--- src/hdl/pnc_pkg.sv ---
package pnc_pkg;

	// Field and accumulator widths.
	localparam int PIXEL_BITS    = 16;
	localparam int FRACTION_BITS = 8;
	localparam int POS_BITS      = 12;
	localparam int WIDTH_BITS    = 13;
	localparam int WSUM_BITS     = 21;
	localparam int PSUM_BITS     = 33;
	localparam int OUT_BITS      = 20;
	localparam int PROD_BITS     = PIXEL_BITS + POS_BITS;
	localparam int SCALE_BITS    = PIXEL_BITS + 6;
	localparam int DIVIDEND_BITS = PSUM_BITS + FRACTION_BITS;
	localparam int DIV_CNT_BITS  = $clog2(DIVIDEND_BITS);

	// Configuration port.
	localparam int CFG_INDEX_BITS = 2;
	localparam int CFG_DATA_BITS  = 16;

	localparam logic [CFG_INDEX_BITS-1:0] REG_FRAME_WIDTH = 2'd0;
	localparam logic [CFG_INDEX_BITS-1:0] REG_PEAK_VALUE  = 2'd1;
	localparam logic [CFG_INDEX_BITS-1:0] REG_PEAK_X      = 2'd2;
	localparam logic [CFG_INDEX_BITS-1:0] REG_PEAK_Y      = 2'd3;

	localparam logic [WIDTH_BITS-1:0] FRAME_WIDTH_RESET = 13'd1024;

	// 50*pixel >= 49*peak is the exact integer form of pixel >= 0.98*peak.
	localparam int VALUE_NUM = 50;
	localparam int VALUE_DEN = 49;

	// A squared distance below 9 holds exactly when both offsets lie within two.
	localparam int NEIGHBOUR_REACH = 2;

	// Commands from the controller to the datapath.
	typedef struct packed {
		logic accept;   // a request is taken this cycle
		logic load;     // copy the sums into the divider and clear them
		logic step;     // one quotient bit
		logic publish;  // move the quotients into the output register
	} pnc_cmd_t;

	// Status from the datapath to the controller.
	typedef struct packed {
		logic last_acc;  // the last pixel of the frame is being summed
		logic div_last;  // the current step produces the final quotient bit
		logic out_free;  // the output register can take a result
	} pnc_status_t;

endpackage

--- src/hdl/pnc_controller.sv ---
module pnc_controller import pnc_pkg::*; (
	input  logic        clk,
	input  logic        arst_n,
	input  logic        in_valid,
	input  logic        end_of_frame,
	output logic        in_stall,
	input  pnc_status_t status,
	output pnc_cmd_t    cmd
);

	typedef enum logic [4:0] {
		ST_ACCUM   = 5'b00001,
		ST_DRAIN   = 5'b00010,
		ST_LOAD    = 5'b00100,
		ST_DIVIDE  = 5'b01000,
		ST_DELIVER = 5'b10000
	} pnc_state_t;

	pnc_state_t state_q;
	pnc_state_t state_d;

	// Pixels are only taken while the frame is being summed.
	assign in_stall = (state_q != ST_ACCUM);

	// Command decode.
	always_comb begin
		cmd.accept  = in_valid && (state_q == ST_ACCUM);
		cmd.load    = (state_q == ST_LOAD);
		cmd.step    = (state_q == ST_DIVIDE);
		cmd.publish = (state_q == ST_DELIVER) && status.out_free;
	end

	// Next-state logic.
	always_comb begin
		state_d = state_q;
		case (state_q)
			ST_ACCUM: begin
				if (in_valid && end_of_frame) begin
					state_d = ST_DRAIN;
				end
			end
			ST_DRAIN: begin
				if (status.last_acc) begin
					state_d = ST_LOAD;
				end
			end
			ST_LOAD: begin
				state_d = ST_DIVIDE;
			end
			ST_DIVIDE: begin
				if (status.div_last) begin
					state_d = ST_DELIVER;
				end
			end
			ST_DELIVER: begin
				if (status.out_free) begin
					state_d = ST_ACCUM;
				end
			end
			default: begin
				state_d = ST_ACCUM;
			end
		endcase
	end

	// State register.
	always_ff @(posedge clk or negedge arst_n) begin
		if (!arst_n) begin
			state_q <= ST_ACCUM;
		end else begin
			state_q <= state_d;
		end
	end

endmodule

--- src/hdl/pnc_datapath.sv ---
module pnc_datapath import pnc_pkg::*; (
	input  logic                      clk,
	input  logic                      arst_n,
	input  pnc_cmd_t                  cmd,
	output pnc_status_t               status,
	input  logic                      cfg_write,
	input  logic [CFG_INDEX_BITS-1:0] cfg_index,
	input  logic [CFG_DATA_BITS-1:0]  cfg_data,
	input  logic [PIXEL_BITS-1:0]     pixel_value,
	input  logic                      end_of_frame,
	output logic                      out_valid,
	input  logic                      out_stall,
	output logic [OUT_BITS-1:0]       centroid_x,
	output logic [OUT_BITS-1:0]       centroid_y,
	output logic                      centroid_valid
);

	localparam logic signed [POS_BITS:0] REACH_POS = (POS_BITS + 1)'(NEIGHBOUR_REACH);

	// Configuration registers.
	logic [WIDTH_BITS-1:0] frame_width_q;
	logic [PIXEL_BITS-1:0] peak_value_q;
	logic [POS_BITS-1:0]   peak_x_q;
	logic [POS_BITS-1:0]   peak_y_q;

	// Raster position.
	logic [POS_BITS-1:0]   col_q;
	logic [POS_BITS-1:0]   row_q;
	logic [WIDTH_BITS-1:0] col_next;
	logic                  row_wrap;

	// Selection of counted pixels.
	logic [SCALE_BITS-1:0]      scaled_pix;
	logic [SCALE_BITS-1:0]      scaled_peak;
	logic signed [POS_BITS:0]   dx;
	logic signed [POS_BITS:0]   dy;
	logic                       counted;

	// Pipeline stages.
	logic                  vld_s1;
	logic                  last_s1;
	logic [PIXEL_BITS-1:0] pix_s1;
	logic [POS_BITS-1:0]   col_s1;
	logic [POS_BITS-1:0]   row_s1;
	logic                  vld_s2;
	logic                  last_s2;
	logic [PIXEL_BITS-1:0] wpix_s2;
	logic [PROD_BITS-1:0]  colp_s2;
	logic [PROD_BITS-1:0]  rowp_s2;

	// Sums.
	logic [WSUM_BITS-1:0] wsum_q;
	logic [PSUM_BITS-1:0] csum_q;
	logic [PSUM_BITS-1:0] rsum_q;

	// Divider.
	logic [DIVIDEND_BITS-1:0] numx_q;
	logic [DIVIDEND_BITS-1:0] numy_q;
	logic [WSUM_BITS-1:0]     den_q;
	logic [WSUM_BITS-1:0]     remx_q;
	logic [WSUM_BITS-1:0]     remy_q;
	logic [DIV_CNT_BITS-1:0]  cnt_q;
	logic [WSUM_BITS:0]       trial_x;
	logic [WSUM_BITS:0]       trial_y;
	logic                     fit_x;
	logic                     fit_y;
	logic [WSUM_BITS-1:0]     remx_d;
	logic [WSUM_BITS-1:0]     remy_d;

	logic out_valid_q;

	// Configuration writes.
	always_ff @(posedge clk or negedge arst_n) begin
		if (!arst_n) begin
			frame_width_q <= FRAME_WIDTH_RESET;
			peak_value_q  <= '0;
			peak_x_q      <= '0;
			peak_y_q      <= '0;
		end else if (cfg_write) begin
			case (cfg_index)
				REG_FRAME_WIDTH: frame_width_q <= cfg_data[WIDTH_BITS-1:0];
				REG_PEAK_VALUE:  peak_value_q  <= cfg_data[PIXEL_BITS-1:0];
				REG_PEAK_X:      peak_x_q      <= cfg_data[POS_BITS-1:0];
				REG_PEAK_Y:      peak_y_q      <= cfg_data[POS_BITS-1:0];
				default: ;
			endcase
		end
	end

	// A pixel counts when it is close enough to the peak value and position.
	always_comb begin
		scaled_pix  = SCALE_BITS'(pixel_value) * SCALE_BITS'(VALUE_NUM);
		scaled_peak = SCALE_BITS'(peak_value_q) * SCALE_BITS'(VALUE_DEN);
		dx = $signed({1'b0, peak_x_q}) - $signed({1'b0, col_q});
		dy = $signed({1'b0, peak_y_q}) - $signed({1'b0, row_q});
		counted = (scaled_pix >= scaled_peak)
			&& (dx >= -REACH_POS) && (dx <= REACH_POS)
			&& (dy >= -REACH_POS) && (dy <= REACH_POS);
	end

	// The column wraps at the frame width, and at the largest width supported.
	assign col_next = {1'b0, col_q} + WIDTH_BITS'(1);
	assign row_wrap = (col_next >= frame_width_q) || col_next[POS_BITS];

	// Raster position counters, cleared after the last pixel of a frame.
	always_ff @(posedge clk or negedge arst_n) begin
		if (!arst_n) begin
			col_q <= '0;
			row_q <= '0;
		end else if (cmd.accept) begin
			if (end_of_frame) begin
				col_q <= '0;
				row_q <= '0;
			end else if (row_wrap) begin
				col_q <= '0;
				row_q <= row_q + POS_BITS'(1);
			end else begin
				col_q <= col_next[POS_BITS-1:0];
			end
		end
	end

	// Stage valid flags.
	always_ff @(posedge clk or negedge arst_n) begin
		if (!arst_n) begin
			vld_s1 <= 1'b0;
			vld_s2 <= 1'b0;
		end else begin
			vld_s1 <= cmd.accept;
			vld_s2 <= vld_s1;
		end
	end

	// Stage one holds the gated pixel and its position, stage two the products.
	always_ff @(posedge clk) begin
		if (cmd.accept) begin
			pix_s1  <= counted ? pixel_value : '0;
			col_s1  <= col_q;
			row_s1  <= row_q;
			last_s1 <= end_of_frame;
		end
		if (vld_s1) begin
			wpix_s2 <= pix_s1;
			colp_s2 <= PROD_BITS'(pix_s1) * PROD_BITS'(col_s1);
			rowp_s2 <= PROD_BITS'(pix_s1) * PROD_BITS'(row_s1);
			last_s2 <= last_s1;
		end
	end

	// Frame sums, cleared when the divider takes them.
	always_ff @(posedge clk or negedge arst_n) begin
		if (!arst_n) begin
			wsum_q <= '0;
			csum_q <= '0;
			rsum_q <= '0;
		end else if (cmd.load) begin
			wsum_q <= '0;
			csum_q <= '0;
			rsum_q <= '0;
		end else if (vld_s2) begin
			wsum_q <= wsum_q + WSUM_BITS'(wpix_s2);
			csum_q <= csum_q + PSUM_BITS'(colp_s2);
			rsum_q <= rsum_q + PSUM_BITS'(rowp_s2);
		end
	end

	// Restoring division, one quotient bit per step for both axes.
	always_comb begin
		trial_x = {remx_q, numx_q[DIVIDEND_BITS-1]};
		trial_y = {remy_q, numy_q[DIVIDEND_BITS-1]};
		fit_x   = trial_x >= {1'b0, den_q};
		fit_y   = trial_y >= {1'b0, den_q};
		remx_d  = fit_x ? WSUM_BITS'(trial_x - {1'b0, den_q}) : trial_x[WSUM_BITS-1:0];
		remy_d  = fit_y ? WSUM_BITS'(trial_y - {1'b0, den_q}) : trial_y[WSUM_BITS-1:0];
	end

	// The dividend registers shift the quotient in from the bottom.
	always_ff @(posedge clk) begin
		if (cmd.load) begin
			numx_q <= {csum_q, FRACTION_BITS'(0)};
			numy_q <= {rsum_q, FRACTION_BITS'(0)};
			den_q  <= wsum_q;
			remx_q <= '0;
			remy_q <= '0;
			cnt_q  <= '0;
		end else if (cmd.step) begin
			numx_q <= {numx_q[DIVIDEND_BITS-2:0], fit_x};
			numy_q <= {numy_q[DIVIDEND_BITS-2:0], fit_y};
			remx_q <= remx_d;
			remy_q <= remy_d;
			cnt_q  <= cnt_q + DIV_CNT_BITS'(1);
		end
	end

	// Output register; a zero weight sum gives a zero centroid.
	always_ff @(posedge clk or negedge arst_n) begin
		if (!arst_n) begin
			out_valid_q <= 1'b0;
		end else if (cmd.publish) begin
			out_valid_q <= 1'b1;
		end else if (!out_stall) begin
			out_valid_q <= 1'b0;
		end
	end

	always_ff @(posedge clk) begin
		if (cmd.publish) begin
			centroid_x     <= (den_q != '0) ? numx_q[OUT_BITS-1:0] : '0;
			centroid_y     <= (den_q != '0) ? numy_q[OUT_BITS-1:0] : '0;
			centroid_valid <= (den_q != '0);
		end
	end

	assign out_valid = out_valid_q;

	// Status back to the controller.
	always_comb begin
		status.last_acc = vld_s2 && last_s2;
		status.div_last = (cnt_q == DIV_CNT_BITS'(DIVIDEND_BITS - 1));
		status.out_free = !out_valid_q || !out_stall;
	end

endmodule

--- src/hdl/peak_neighbourhood_centroid_core.sv ---
// Throughput: one pixel per clock while a frame is being summed.
// After the edge that takes the last pixel, the result passes two pipeline stages, a load step,
// 41 divider steps (one quotient bit per cycle over a 41-bit dividend) and the output register;
// input is stalled meanwhile.
// Reset (arst_n, asynchronous): sums, position counters and control clear;
// frame_width returns to 1024 and the peak registers to zero.
module peak_neighbourhood_centroid_core import pnc_pkg::*; (
	input  logic                      clk,
	input  logic                      arst_n,
	input  logic                      in_valid,
	output logic                      in_stall,
	input  logic [PIXEL_BITS-1:0]     pixel_value,
	input  logic                      end_of_frame,
	output logic                      out_valid,
	input  logic                      out_stall,
	output logic [OUT_BITS-1:0]       centroid_x,
	output logic [OUT_BITS-1:0]       centroid_y,
	output logic                      centroid_valid,
	input  logic                      cfg_write,
	input  logic [CFG_INDEX_BITS-1:0] cfg_index,
	input  logic [CFG_DATA_BITS-1:0]  cfg_data
);

	pnc_cmd_t    cmd;
	pnc_status_t status;

	// Sequencing of accumulation, division and delivery.
	pnc_controller u_ctrl (
		.clk          (clk),
		.arst_n       (arst_n),
		.in_valid     (in_valid),
		.end_of_frame (end_of_frame),
		.in_stall     (in_stall),
		.status       (status),
		.cmd          (cmd)
	);

	// Selection, sums, divider and output register.
	pnc_datapath u_dp (
		.clk            (clk),
		.arst_n         (arst_n),
		.cmd            (cmd),
		.status         (status),
		.cfg_write      (cfg_write),
		.cfg_index      (cfg_index),
		.cfg_data       (cfg_data),
		.pixel_value    (pixel_value),
		.end_of_frame   (end_of_frame),
		.out_valid      (out_valid),
		.out_stall      (out_stall),
		.centroid_x     (centroid_x),
		.centroid_y     (centroid_y),
		.centroid_valid (centroid_valid)
	);

endmodule

--- config.mk ---
export PLATFORM = sky130hd
export DESIGN_NAME = peak_neighbourhood_centroid_core
export DESIGN_NICKNAME = d
export VERILOG_FILES = /design/src/hdl/pnc_pkg.sv /design/src/hdl/pnc_controller.sv /design/src/hdl/pnc_datapath.sv /design/src/hdl/peak_neighbourhood_centroid_core.sv
export SDC_FILE = /design/constraint.sdc
export NUM_CORES = 2
export LEC_CHECK = 0
export ABC_AREA = 0
export BUFFER_PORTS_ARGS = -buffer_cell sky130_fd_sc_hd__buf_2
export CORE_MARGIN = 3
export CORE_UTILIZATION = 65
export CTS_CLUSTER_DIAMETER = 60
export DETAILED_ROUTE_END_ITERATION = 16
export GPL_ROUTABILITY_DRIVEN = 0
export GPL_TIMING_DRIVEN = 0
export HOLD_SLACK_MARGIN = 0.12
export MAX_ROUTING_LAYER = met4
export PLACE_DENSITY = 0.88
export SETUP_SLACK_MARGIN = 0.1
export SLEW_MARGIN = 40
export SYNTH_ARGS = -nofsm -noshare
export SYNTH_HDL_FRONTEND = slang
export SYNTH_HIERARCHICAL = 1
export SYNTH_SLANG_ARGS = --single-unit
export TNS_END_PERCENT = 10
--- constraint.sdc ---
create_clock -name clk -period 6.9 [get_ports clk]
set_clock_uncertainty 0.15 [all_clocks]
set_input_delay 1.035 -clock clk [delete_from_list [all_inputs] [get_ports clk]]
set_output_delay 1.035 -clock clk [all_outputs]
set_load 0.01 [all_outputs]
# After elaboration in Yosys (flattened, before gate mapping)
# Cells that the tools add are included.
# word_totals
ff_bits	478
wordCells	115
input_bits	40
output_inout_bits	43
# classes
mul	4
order_cmp	8
mux	23
eq_ne	15
addsub	10
reduce_logical	23
# op_table
operator	count
2-to-1 mux 41 bit	4
2-to-1 mux 33 bit	4
2-to-1 mux 21 bit	4
adder 33 x 28 -> 33 bit	2
multiplier 16 x 12 -> 28 bit	2
2-to-1 mux 12 bit	4
greater-or-equal comparator 22 x 21 -> 1 bit	2
subtractor 21 bit	2
greater-or-equal comparator 13 x 2 -> 1 bit (second input constant)	2
less-or-equal comparator 13 x 3 -> 1 bit (second input constant)	2
subtractor 12 x 12 -> 13 bit	2
one-hot mux 5 bit (5 select lines)	1
greater-or-equal comparator 22 bit	1
multiplier 16 x 6 -> 22 bit (second input constant)	1
adder 21 x 16 -> 21 bit	1
multiplier 16 x 5 -> 21 bit (second input constant)	1
nonzero test 21 bit	1
2-to-1 mux 5 bit	4
adder 12 x 1 -> 13 bit (second input constant)	1
greater-or-equal comparator 13 bit	1
adder 12 x 1 -> 12 bit (second input constant)	1
AND reduction 2 bit	5
logical AND 1 bit	8
adder 6 x 1 -> 6 bit (second input constant)	1
17 further kinds	26

# Logic depth before layout (Yosys ltp)
# logic_depth
depth_word	6
ltp_mapped	27
depth_no_buf	26

# Cells and area by module
# Netlist, hierarchy kept.
# modules_own_cells
module	cells_per_inst	seq_area_each_um2	area_per_inst_um2	n_inst
pnc_datapath	4093	12728.5	40087.2	1
pnc_controller	37	126.4	334.1	1

# Worst setup path after synthesis
# OpenSTA, ideal clock, no wires.
# synth_path
kind	input port to flip-flop
startpoint	in pixel_value[3]
endpoint	reg u_dp.pix_s1[10] (data pin)
required_ns	6.619
slack_ns	0.624
setup_time_ns	0.131
t_arrival_ns	5.995
n_path_buf	1
cell_stages	23
cell_sequence	ha_1 ha_1 inv_1 fa_1 inv_1 ha_1 inv_1 o21bai_1 a2111oi_0 o31ai_1 o41ai_1 o2111ai_1 a21oi_1 xnor2_1 ha_1 nand4_1 nor4_1 a211oi_1 nand4b_1 or4_1 a22oi_4 buf_6 and2_1
# synth_between
elab_chain_cells	6
# synth_lines
item	line_no	text
start, declared	peak_neighbourhood_centroid_core.sv:12	input logic [PIXEL_BITS-1:0] pixel_value,
multiplier 16 x 5 -> 21 bit	pnc_datapath.sv:92	scaled_pix = SCALE_BITS'(pixel_value) * SCALE_BITS'(VALUE_NUM);
greater-or-equal comparator 22 bit	pnc_datapath.sv:96	counted = (scaled_pix >= scaled_peak)
logical AND 1 bit (2 in a row)	pnc_datapath.sv:97	&& (dx >= -REACH_POS) && (dx <= REACH_POS)
logical AND 1 bit (2 in a row)	pnc_datapath.sv:98	&& (dy >= -REACH_POS) && (dy <= REACH_POS);
end signal, assigned	pnc_datapath.sv:137	pix_s1 <= counted ? pixel_value : '0;
end, declared	pnc_datapath.sv:42	logic [PIXEL_BITS-1:0] pix_s1;
# Every way passes these cells.
# A chain may end at the register's enable or synchronous reset.

# Worst setup path in the final report
# layout_path
startpoint	reg u_dp.pix_s1[13]
endpoint	reg u_dp.colp_s2[27] (data pin)
# layout_between
elab_chain_cells	1
# layout_lines
item	line_no	text
multiplier 16 x 12 -> 28 bit	pnc_datapath.sv:144	colp_s2 <= PROD_BITS'(pix_s1) * PROD_BITS'(col_s1);
end signal, assigned	pnc_datapath.sv:144	
end, declared	pnc_datapath.sv:48	logic [PROD_BITS-1:0] colp_s2;
# Every way passes these cells.

==> metrics.md <==
| Metric | Value |
|---|---|
| Final antenna-violating net count | `0` |
| Drt first pass iters | `8` |
| Clock-pin slew on the worst setup and hold paths | `0.07 ns` |
| Worst setup margin | `0.173 ns` |
| Final Cycle Share | `97.5%` |
| Clock sink count | `478` |
| Dpl ws | `-0.454 ns` |
| Inst Count DP | `5047` |
| Top_reg_cell synth | `edfxtp_1` |
| Clock latency on the worst-skew pair | `0.65 ns` |
| CP Launch Type | `flip-flop` |
| Initial antenna violation count | `6` |
| Initial Util | `66.4%` |
| Top cells by area, synth | `edfxtp_1 (18%), fa_1 (15%), ha_1 (13%), dfrtp_1 (11%), inv_1 (5.2%)` |
| Syn Inst Count | `4130` |
| Row count | `90` |
| Port Buf Inserts | `82` |
| Final Critical Period | `6.73 ns` |
| Hold Buf Count CTS | `0` |
| Largest net degree at the start of global routing | `72` |
| Max-slew violations | `0` |
| Crit path top cell by count | `fa_1` |
| Fmax | `149 MHz` |
| Hold Path Class | `input port to async pin` |
| WP buf/inv | `4` |
| Max Fanout on Critical Path | `10` |
| Req. time, crit path | `7.14 ns` |
| Critical Path, Cell by Cell | `clkbuf_1 -> nand2_1 -> fa_1 -> fa_1 -> inv_1 -> fa_1 -> fa_1 -> inv_1 -> fa_1 -> inv_1 -> ha_1 -> a21o_1 -> a21oi_1 -> o21bai_1 -> o211ai_1 -> a21oi_1 -> or4_1 -> a31oi_1 -> xnor2_1` |
| Number of synthesized flops with an enable pin | `242` |
| Slew Limit Headroom | `38.5%` |
| Ys Warns | `6` |
| Highest-count cells in the layout ignoring fill and taps | `inv_1 (564), nand2_1 (446), ha_1 (413)` |
| CTS root buf | `clkbuf_16` |
| Area share of the largest cell type after synthesis | `18.0%` |
| Syn Nets | `4892` |
| Async SR Flop Fraction | `36.0%` |
| Unrepaired setup endpoints after global routing | `yes` |
| Nets | `5037` |
| Post-Route WL | `105000 um` |
| Number of DRC markers in iteration 0 | `2853` |
| Routed len/inst | `20.3 um` |
| Worst-case clock buffer depth | `3` |
| Core footprint | `60900 um2` |
| Vias | `32100` |
| Largest delay share family, worst path | `adder cells` |
| Final Hold Vio Count | `0` |
| Post-route DRC violation count | `0` |
| Arr. time, crit path | `6.97 ns` |
| CP max-delay cell | `edfxtp_1` |
| Die Ht | `255 um` |
| Number of global-route vias before repair | `32600` |
| H-tree depth | `2` |
| CP endpoint kind | `flip-flop` |
| Via density | `6.23` |
| CTS tree | `built` |
| Overflow after GRT | `0` |
| Synth area leader | `edfxtp_1` |
| Post-synthesis cell type count | `87` |
| Synthesis-stage register bit count | `478` |
| Critical path class | `flip-flop to flip-flop` |
| Mapped cell area | `40400 um2` |
| Area grow syn2layout | `8.70%` |
| GRT Overall Usage | `32.8%` |
| Most common cell after layout, fill and taps aside | `inv_1` |
| CP peak stage delay | `0.69 ns` |
| Die Footprint | `65200 um2` |
| Status | `complete, no violations` |
| Non-filler cells, final | `5155` |
| Share of cells above drive strength 1 | `6.80%` |
| First-pass GRT wire length | `167000 um` |
| Endpoints failing setup | `0` |
| Dpl hpwl | `78300 um` |
| Tightest Pin Transition | `0.922 ns` |
| Die width | `255 um` |
| TritonCTS Buffers | `54` |
| Sequential area share after synthesis | `31.8%` |
| Max-cap violations | `0` |
| Mean Syn Cell Area | `9.79 um2` |
| Io pins | `83` |
[final cells by class]
cell class	count	area [um2]
Buffer	139	574
Timing Repair Buffer	89	553
Tap cell	828	1040
Inverter	565	2120
Fill cell	4040	17000
Antenna cell	6	15.0
Multi-Input combinational cell	2948	25000
Sequential cell	478	12900
Clock inverter	26	275
Clock buffer	76	1550
[per-stage QoR]
| step | TNS, ns | cell area [um2] | hold slack, ns | utilization [%] |
|---|---|---|---|---|
| 6_report | 0 | 43900 | 0.135 | 72.1 |
| 5_1_grt | 0 | 43900 | 0.146 | 72.1 |
| 4_1_cts | 0 | 43900 | 0.133 | 72.0 |
| 3_5_place_dp | -6.00 | 42000 | 0.292 | 69.0 |
| 3_3_place_gp | -4.31 | 41900 | 0.254 | 68.7 |
| 2_1_floorplan | 0 | 40400 | 0.250 | - |
[what timing repair did]
item | 4_1_cts | 5_1_grt
hold endpoints to repair | 0 | 0
endpoints found under the setup margin | 0 | 24
gates resized for setup | 0 | 55
buffers inserted | 0 | 0
[state kept, by name, summed over array words and instances (netlist names), 12 cells and up]
signal              cells
u_dp/numx_q            41
u_dp/numy_q            41
u_dp/csum_q            33
u_dp/rsum_q            33
u_dp/colp_s2           28
u_dp/rowp_s2           28
u_dp/den_q             21
u_dp/remx_q            21
u_dp/remy_q            21
u_dp/wsum_q            21
u_dp/centroid_x        20
u_dp/centroid_y        20
u_dp/peak_value_q      16
u_dp/pix_s1            16
u_dp/wpix_s2           16
u_dp/frame_width_q     13
u_dp/col_q             12
u_dp/col_s1            12
u_dp/peak_x_q          12
u_dp/peak_y_q          12
u_dp/row_q             12
u_dp/row_s1            12
[routing by layer]
layer / vias up / global-route usage (%) / routed length [um] / share of wire [%]
met5: - / - / 0 / 0
met4: 0 / 21.6 / 8190 / 7.8
met3: 530 / 5.71 / 9420 / 9.0
met2: 1820 / 53.1 / 49300 / 47
met1: 15400 / 37.7 / 37700 / 36
li1: 14400 / - / - / -
[final timing paths]
check	start	end	slack (ns)	cells after the start
min reg2reg	u_dp/last_s1$_DFFE_PP_	u_dp/last_s2$_DFFE_PP_	0.30	0
max	u_dp/pix_s1[13]$_SDFFCE_PN0P_	u_dp/colp_s2[27]$_DFFE_PP_	0.17	19
max in group asynchronous	arst_n	u_dp/csum_q[9]$_DFFE_PN0P_	5.68	2
min	arst_n	u_dp/frame_width_q[7]$_DFFE_PN0P_	0.13	1
min in group clk	u_dp/last_s1$_DFFE_PP_	u_dp/last_s2$_DFFE_PP_	0.30	0
max reg2reg	u_dp/pix_s1[13]$_SDFFCE_PN0P_	u_dp/colp_s2[27]$_DFFE_PP_	0.17	19
[Yosys cell counts (9+ instances only)]
library cell	count
nor2_1	238
fa_1	309
nand4_1	25
o211ai_1	11
or3_1	24
o41ai_1	10
a211oi_1	46
ha_1	413
o2111ai_1	9
a2111oi_0	10
and4_1	9
buf_1	10
nand2_1	446
mux2i_1	82
o31ai_1	9
a21o_1	69
o21a_1	27
nand3_1	58
nand2b_1	26
o21ai_0	124
and2_1	147
xor2_1	53
o22ai_1	22
a22o_1	65
mux2_2	48
nor3_1	65
dfxtp_1	64
xnor2_1	132
and3_1	36
nor4_1	16
o21bai_1	17
edfxtp_1	242
inv_1	565
clkbuf_1	125
a21oi_1	163
dfrtp_1	170
nor2b_1	79
a31oi_1	22
[cell families (layout without fill, tap and decap cells)]
kind of cell | count (synthesis) | in the layout | share of synthesized area [%]
AO/OA/AOI/OAI | 699 | 699 | 11.8
XOR/XNOR | 185 | 185 | 4.01
adder cells (fa/ha/maj) | 722 | 722 | 28.1
buffers and inverters | 704 | 895 | 6.57
flip-flops | 478 | 478 | 31.8
multiplexers | 130 | 130 | 3.37
other | 0 | 6 | 0
AND/OR/NAND/NOR | 1212 | 1212 | 14.4
Power is not shown: default switching activity piles up to over one toggle a cycle in this logic, so the estimate is an artifact.
